### src/sv/color_matrix_mix_clamp_shoulder_top_defines.svh
// assertion macros shared by the color matrix block
`ifndef COLOR_MATRIX_MIX_CLAMP_SHOULDER_TOP_DEFINES_SVH
`define COLOR_MATRIX_MIX_CLAMP_SHOULDER_TOP_DEFINES_SVH

// same-cycle implication, masked while reset is low
`define CCM_ASSERT_IMP(label, clk, rstn, ante, cons, msg) \
    label: assert property (@(posedge clk) disable iff (!(rstn)) (ante) |-> (cons)) \
        else $error(msg);

// next-cycle implication, checked during reset too
`define CCM_ASSERT_NXT(label, clk, ante, cons, msg) \
    label: assert property (@(posedge clk) (ante) |=> (cons)) \
        else $error(msg);

`endif

### src/sv/ccm_pkg.sv
`timescale 1ns / 1ps
`default_nettype none

package ccm_pkg;

    // field and datapath widths
    localparam int PIX_W      = 16;
    localparam int COEF_W     = 16;
    localparam int ROW_W      = 48;
    localparam int PROD_W     = 32;
    localparam int SUM_W      = 34;
    localparam int RND_SH     = 12;
    localparam int V_W        = 20;
    localparam int VS_W       = 13;
    localparam int DEN_W      = 26;
    localparam int D2_W       = DEN_W + 1;
    localparam int DIV_W      = 35;
    localparam int Q_W        = 8;
    localparam int CFG_IDX_W  = 2;

    // pipeline shape: two bits of quotient per divider stage
    localparam int DIV_STAGES = 4;
    localparam int MIX_STAGES = 2;
    localparam int SH_STAGES  = DIV_STAGES + 3;
    localparam int PIPE_DEPTH = MIX_STAGES + SH_STAGES;

    // identity matrix rows (reset values)
    localparam logic [ROW_W-1:0] ID_RED   = 48'h0000_0000_1000;
    localparam logic [ROW_W-1:0] ID_GREEN = 48'h0000_1000_0000;
    localparam logic [ROW_W-1:0] ID_BLUE  = 48'h1000_0000_0000;

    // shoulder constants in Q2.13; RND_HALF is the rounding half of the 12-bit product shift
    localparam logic [V_W-1:0]   KNEE     = 20'd7782;
    localparam logic [SUM_W-1:0] RND_HALF = 34'd2048;
    localparam logic [DEN_W-1:0] DEN_BASE = 26'd8192;
    localparam logic [PIX_W-1:0] OUT_MAX  = 16'd7988;

    typedef enum logic [CFG_IDX_W-1:0] {
        CFG_RED_ROW   = 2'd0,
        CFG_GREEN_ROW = 2'd1,
        CFG_BLUE_ROW  = 2'd2
    } cfg_idx_e;

    typedef struct packed {
        logic signed [PIX_W-1:0] red_in;
        logic signed [PIX_W-1:0] green_in;
        logic signed [PIX_W-1:0] blue_in;
    } pix_in_t;

    typedef struct packed {
        logic signed [PIX_W-1:0] red_out;
        logic signed [PIX_W-1:0] green_out;
        logic signed [PIX_W-1:0] blue_out;
    } pix_out_t;

    // mixer result handed to the shoulder units
    typedef struct packed {
        logic                        ident;
        logic [2:0][PIX_W-1:0]       raw;
        logic [2:0][SUM_W-1:0]       sum;
    } mix_t;

    // per-channel side data riding along the shoulder pipeline
    typedef struct packed {
        logic             ident;
        logic [PIX_W-1:0] raw;
        logic             pos;
        logic             big;
        logic [VS_W-1:0]  vsmall;
    } side_t;

    typedef struct packed {
        logic             ident;
        logic [PIX_W-1:0] value;
    } ch_out_t;

endpackage

`default_nettype wire

### src/sv/ccm_shoulder.sv
`timescale 1ns / 1ps
`default_nettype none

module ccm_shoulder import ccm_pkg::*; (
    input  logic                 aclk,
    input  logic [SH_STAGES-1:0] en,
    input  logic [SUM_W-1:0]     sum,
    input  logic [PIX_W-1:0]     raw,
    input  logic                 ident,
    output ch_out_t              ch_out
);

    // round, floor and knee test
    side_t          side_a_reg;
    side_t          side_a_next;
    logic [V_W-1:0] u_reg;
    logic [V_W-1:0] u_next;

    always_comb begin
        logic [SUM_W-1:0] t;
        logic [V_W-1:0]   v;
        t                  = sum + RND_HALF;
        v                  = t[V_W+RND_SH-1:RND_SH];
        side_a_next.ident  = ident;
        side_a_next.raw    = raw;
        side_a_next.pos    = !sum[SUM_W-1] && (sum != '0);
        side_a_next.big    = side_a_next.pos && (v > KNEE);
        side_a_next.vsmall = v[VS_W-1:0];
        u_next             = side_a_next.big ? (v - KNEE) : '0;
    end

    // numerator and doubled denominator of the rounded quotient
    logic [DIV_W-1:0] rem_reg  [DIV_STAGES+1];
    logic [D2_W-1:0]  d2_reg   [DIV_STAGES+1];
    logic [Q_W-1:0]   q_reg    [DIV_STAGES+1];
    side_t            side_reg [DIV_STAGES+1];

    logic [DEN_W-1:0] den_b;
    logic [DIV_W-1:0] num_b;

    assign den_b = DEN_BASE + DEN_W'({u_reg, 5'b0}) + DEN_W'({u_reg, 3'b0});
    assign num_b = DIV_W'({u_reg, 14'b0}) + DIV_W'(den_b);

    always_ff @(posedge aclk) begin
        if (en[0]) begin
            side_a_reg <= side_a_next;
            u_reg      <= u_next;
        end
        if (en[1]) begin
            rem_reg[0]  <= num_b;
            d2_reg[0]   <= {den_b, 1'b0};
            q_reg[0]    <= '0;
            side_reg[0] <= side_a_reg;
        end
    end

    // restoring divider, two quotient bits per stage
    for (genvar k = 0; k < DIV_STAGES; k++) begin : g_div
        localparam int B_HI = Q_W - 1 - 2*k;
        localparam int B_LO = B_HI - 1;

        logic [DIV_W-1:0] rem_next;
        logic [Q_W-1:0]   q_next;

        always_comb begin
            logic [DIV_W-1:0] trial_hi;
            logic [DIV_W-1:0] trial_lo;
            trial_hi = DIV_W'(d2_reg[k]) << B_HI;
            trial_lo = DIV_W'(d2_reg[k]) << B_LO;
            rem_next = rem_reg[k];
            q_next   = q_reg[k];
            if (rem_next >= trial_hi) begin
                rem_next     = rem_next - trial_hi;
                q_next[B_HI] = 1'b1;
            end
            if (rem_next >= trial_lo) begin
                rem_next     = rem_next - trial_lo;
                q_next[B_LO] = 1'b1;
            end
        end

        always_ff @(posedge aclk) begin
            if (en[2+k]) begin
                rem_reg[k+1]  <= rem_next;
                d2_reg[k+1]   <= d2_reg[k];
                q_reg[k+1]    <= q_next;
                side_reg[k+1] <= side_reg[k];
            end
        end
    end

    // final select: passthrough, floor, linear or shoulder
    ch_out_t out_reg;
    ch_out_t out_next;

    always_comb begin
        side_t s;
        s              = side_reg[DIV_STAGES];
        out_next.ident = s.ident;
        if (s.ident) begin
            out_next.value = s.raw;
        end else if (!s.pos) begin
            out_next.value = '0;
        end else if (!s.big) begin
            out_next.value = PIX_W'(s.vsmall);
        end else begin
            out_next.value = PIX_W'(KNEE) + PIX_W'(q_reg[DIV_STAGES]);
        end
    end

    always_ff @(posedge aclk) begin
        if (en[SH_STAGES-1]) begin
            out_reg <= out_next;
        end
    end

    assign ch_out = out_reg;

endmodule

`default_nettype wire

### config.mk
export PLATFORM = sky130hd
export DESIGN_NAME = ccm_shoulder
export DESIGN_NICKNAME = d
export VERILOG_FILES = /design/src/sv/color_matrix_mix_clamp_shoulder_top_defines.svh /design/src/sv/ccm_pkg.sv /design/src/sv/ccm_shoulder.sv
export SDC_FILE = /design/constraint.sdc
export NUM_CORES = 1
export LEC_CHECK = 0
export ABC_AREA = 0
export BUFFER_PORTS_ARGS = -buffer_cell sky130_fd_sc_hd__buf_2
export CAP_MARGIN = 40
export CORE_UTILIZATION = 30
export CTS_BUF_LIST = sky130_fd_sc_hd__clkbuf_4 sky130_fd_sc_hd__clkbuf_8 sky130_fd_sc_hd__clkbuf_16
export DETAILED_ROUTE_END_ITERATION = 10
export PLACE_DENSITY = 0.52
export SETUP_SLACK_MARGIN = 0.5
export SYNTH_ARGS = -nofsm -noshare
export SYNTH_HDL_FRONTEND = slang
export SYNTH_SLANG_ARGS = --single-unit
### constraint.sdc
create_clock -name aclk -period 8.17 [get_ports aclk]
set_input_delay 0.817 -clock aclk [delete_from_list [all_inputs] [get_ports aclk]]
set_output_delay 0.817 -clock aclk [all_outputs]
set_load 0.02 [all_outputs]
==> run metrics <==
Min-Delay Path Class=in2reg; crit-path max FO=30; Adder-Cell Fraction of Synth Area=0.115; cell count after placement=3512; layout cells sized above 1=0.117; xor/xnor share of the synthesized area=0.0606; GR Overflow Total=0; final cell count without fillers=3600; Residual DRC=0; syn avg cell area=approximately 11 µm²; synth warn=0; critical path class=reg2reg; #FFs+latches synth=about 440; WL final=57800 µm; max_cap viols=0; Die H=298 µm; worst slack, placed=1.38 ns; Post-CTS Hold Buffers=0; Slew Viols, Final=0; endpoint type of the worst setup path=register; setup-violating endpoint count in the final report=0; fillers=about 8600; core area=between 80000 and 90000 µm²; Tcrit/Tclk final=0.839; worst skew pair latency=0.61 ns; Setup TNS=0 ns; post-CTS setup buffers=0; multiplexer share of the synthesized area=0.0426; Area Growth Syn to Fin=13.2%; data required time of the critical path=between 8 and 9 ns; relative slew slack=0.439; Post-synth ARST share=0; I/O pins=76; commonest cells after routing, fill and taps aside=edfxtp_1 (443), ha_1 (238), nand2_1 (178), nor2_1 (150), inv_1 (149); DR vias/cell=a little under 5; ys flop type=edfxtp_1; max FFs per register=between 150 and 200; cts repair resizes=0; FF/Latch Area=~13000 µm²; Die Wd=298 µm; Synth Instances=around 2300; drt pass-1 iters=5; multi-input logic area=~12000 µm²; Initial Util=0.303; Hold Fails Final Rpt=0; largest net degree at the start of global routing=67; initial antenna violation count=0; Netlist cell types=83; CP arrival=around 7.2 ns; RSZ-0062 raised after global routing=false; post-route ant nets=0; sequential area share after synthesis=0.506; Total Die Area=88800 µm²; Final Skew=0.0364 ns; CTS tree=yes; first-pass GRT wire length=around 93000 µm; vias=~17000; row cnt=108; Sink Count=443; CTS clock-pin slew for the worst setup and hold paths=0.06 ns; compound-cell area share of the yosys netlist=0.131; VDD IR max=0.172 mV; Syn Nets=about 2600; Simple-Gate Fraction of Synth Area=0.115; fin nets=2707; diodes inserted=0; cell area after synthesis=between 20000 and 30000 µm²; detailed placement HPWL=44600 µm; Tmin final=6.85 ns; Pleak=~0.012 µW; Routed WL per cell=about 16 µm; Pwr Density=~450 nW/µm²; GPL Wtd Cong=0.907; number of synthesized flops with an enable pin=443; setup slack after layout=1.32 ns; hold depth=1; Root Buffer=clkbuf_16; total track usage=0.129; H-tree depth=2; Max Freq=146 MHz; commonest non-fill, non-tap cell in the layout=edfxtp_1; CTS Buf Count=between 40 and 50; port bufs=75; status=finished, final reports clean; Slew @ Worst Pin=between 0.8 and 0.9 ns; R2R depth=19; initial drt markers=1018; largest family of logic cells by synthesized area=compound AO/OA/AOI/OAI gates; CP Launch Type=register; number of global-route vias before repair=between 15000 and 20000; clk buf depth=3
==> critical path: stages, from the launching register on <==
cell and delay, ns:
edfxtp_1 0.47, inv_1 0.12, ha_1 0.26, a21o_1 0.19
a21oi_1 0.30, a2111oi_0 0.19, or3_1 0.52, a211oi_4 0.65
buf_4 0.40, o21ai_0 0.21, ha_1 0.39, a2111oi_0 0.40
o21ai_0 0.15, o22ai_1 0.23, a21boi_0 0.12, a311oi_1 0.46
nor3_1 0.17, and4bb_1 0.52, nand3_4 0.40, mux2_2 0.43
==> synthesized netlist by cell type (14+ instances only) <==
| cell type | instances | area [µm²] |
|---|---|---|
| edfxtp_1 | 443 | 13300 |
| ha_1 | 238 | 2980 |
| nand2_1 | 178 | 668 |
| nor2_1 | 150 | 563 |
| inv_1 | 149 | 559 |
| a21oi_1 | 143 | 716 |
| o21ai_0 | 131 | 656 |
| xnor2_1 | 124 | 1090 |
| mux2_2 | 66 | 743 |
| xor2_1 | 58 | 508 |
| a21o_1 | 54 | 405 |
| nor3_1 | 49 | 245 |
| nand3_1 | 48 | 240 |
| o21a_1 | 33 | 248 |
| clkbuf_1 | 32 | 120 |
| and3_1 | 31 | 194 |
| nor2b_1 | 26 | 163 |
| nand4_1 | 22 | 138 |
| and2_1 | 20 | 125 |
| nand2b_1 | 20 | 125 |
| o211ai_1 | 20 | 150 |
| nor4_1 | 19 | 119 |
| mux2_4 | 17 | 255 |
| or3_1 | 17 | 106 |
| a31oi_1 | 16 | 100 |
| o31ai_1 | 15 | 113 |
| a211oi_1 | 14 | 105 |
| o21bai_1 | 14 | 105 |
==> power breakdown <==
group / switching (µW) / total, µW / internal [µW]
clock network: 914 / 2230 / 1320
registers: 285 / 3580 / 3300
logic: 3900 / 7460 / 3560
total: 5100 / 13300 / 8180
==> metal layers <==
layer	vias to the layer above	routed length, µm	GRT usage
met1	8235	28400	0.177
met5	-	0	0
met4	0	1980	0.0501
met2	298	25700	0.207
met3	111	1600	0.0144
li1	8824	-	-
==> stage by stage <==
step                area (µm²)  hold slack [ns]  total power [µW]   util
detailed placement       28100            0.405             11000  0.324
finish                   29700            0.381             13300  0.343
CTS                      29700            0.344             13400  0.343
global placement         28000            0.400             10900  0.323
floorplan                26300            0.400              9460      -
global route             29700            0.345             14400  0.343
==> area by class of cell <==
class                           instances  share of cell area
Sequential cell                       443               0.447
Multi-Input combinational cell       1672               0.411
Tap cell                             1155              0.0486
Clock buffer                           62              0.0445
Timing Repair Buffer                   92              0.0192
Inverter                              150              0.0189
Clock inverter                         26              0.0109
==> worst paths after layout <==
kind / startpoint / to / slack, ns
setup reg to reg: rem_reg[0][77] / rem_reg[0][113] / 1.32
hold / removal: raw[13] / side_a_reg[28] / 0.38
hold reg to reg: side_reg[0][59] / side_reg[0][91] / 0.41
setup / recovery: rem_reg[0][77] / rem_reg[0][113] / 1.32
==> cells by family (layout without fill, tap and decap cells) <==
kind of cell,count (synthesis),in the layout
AOI/OAI and AO/OA,533,533
xor gates and xnor gates,182,182
adders and majority gates,240,240
buffers and inverters,197,330
DFF,443,443
muxes,95,95
and+or+nand+nor,622,622
No activity file was read; power rests on OpenSTA's default activity.
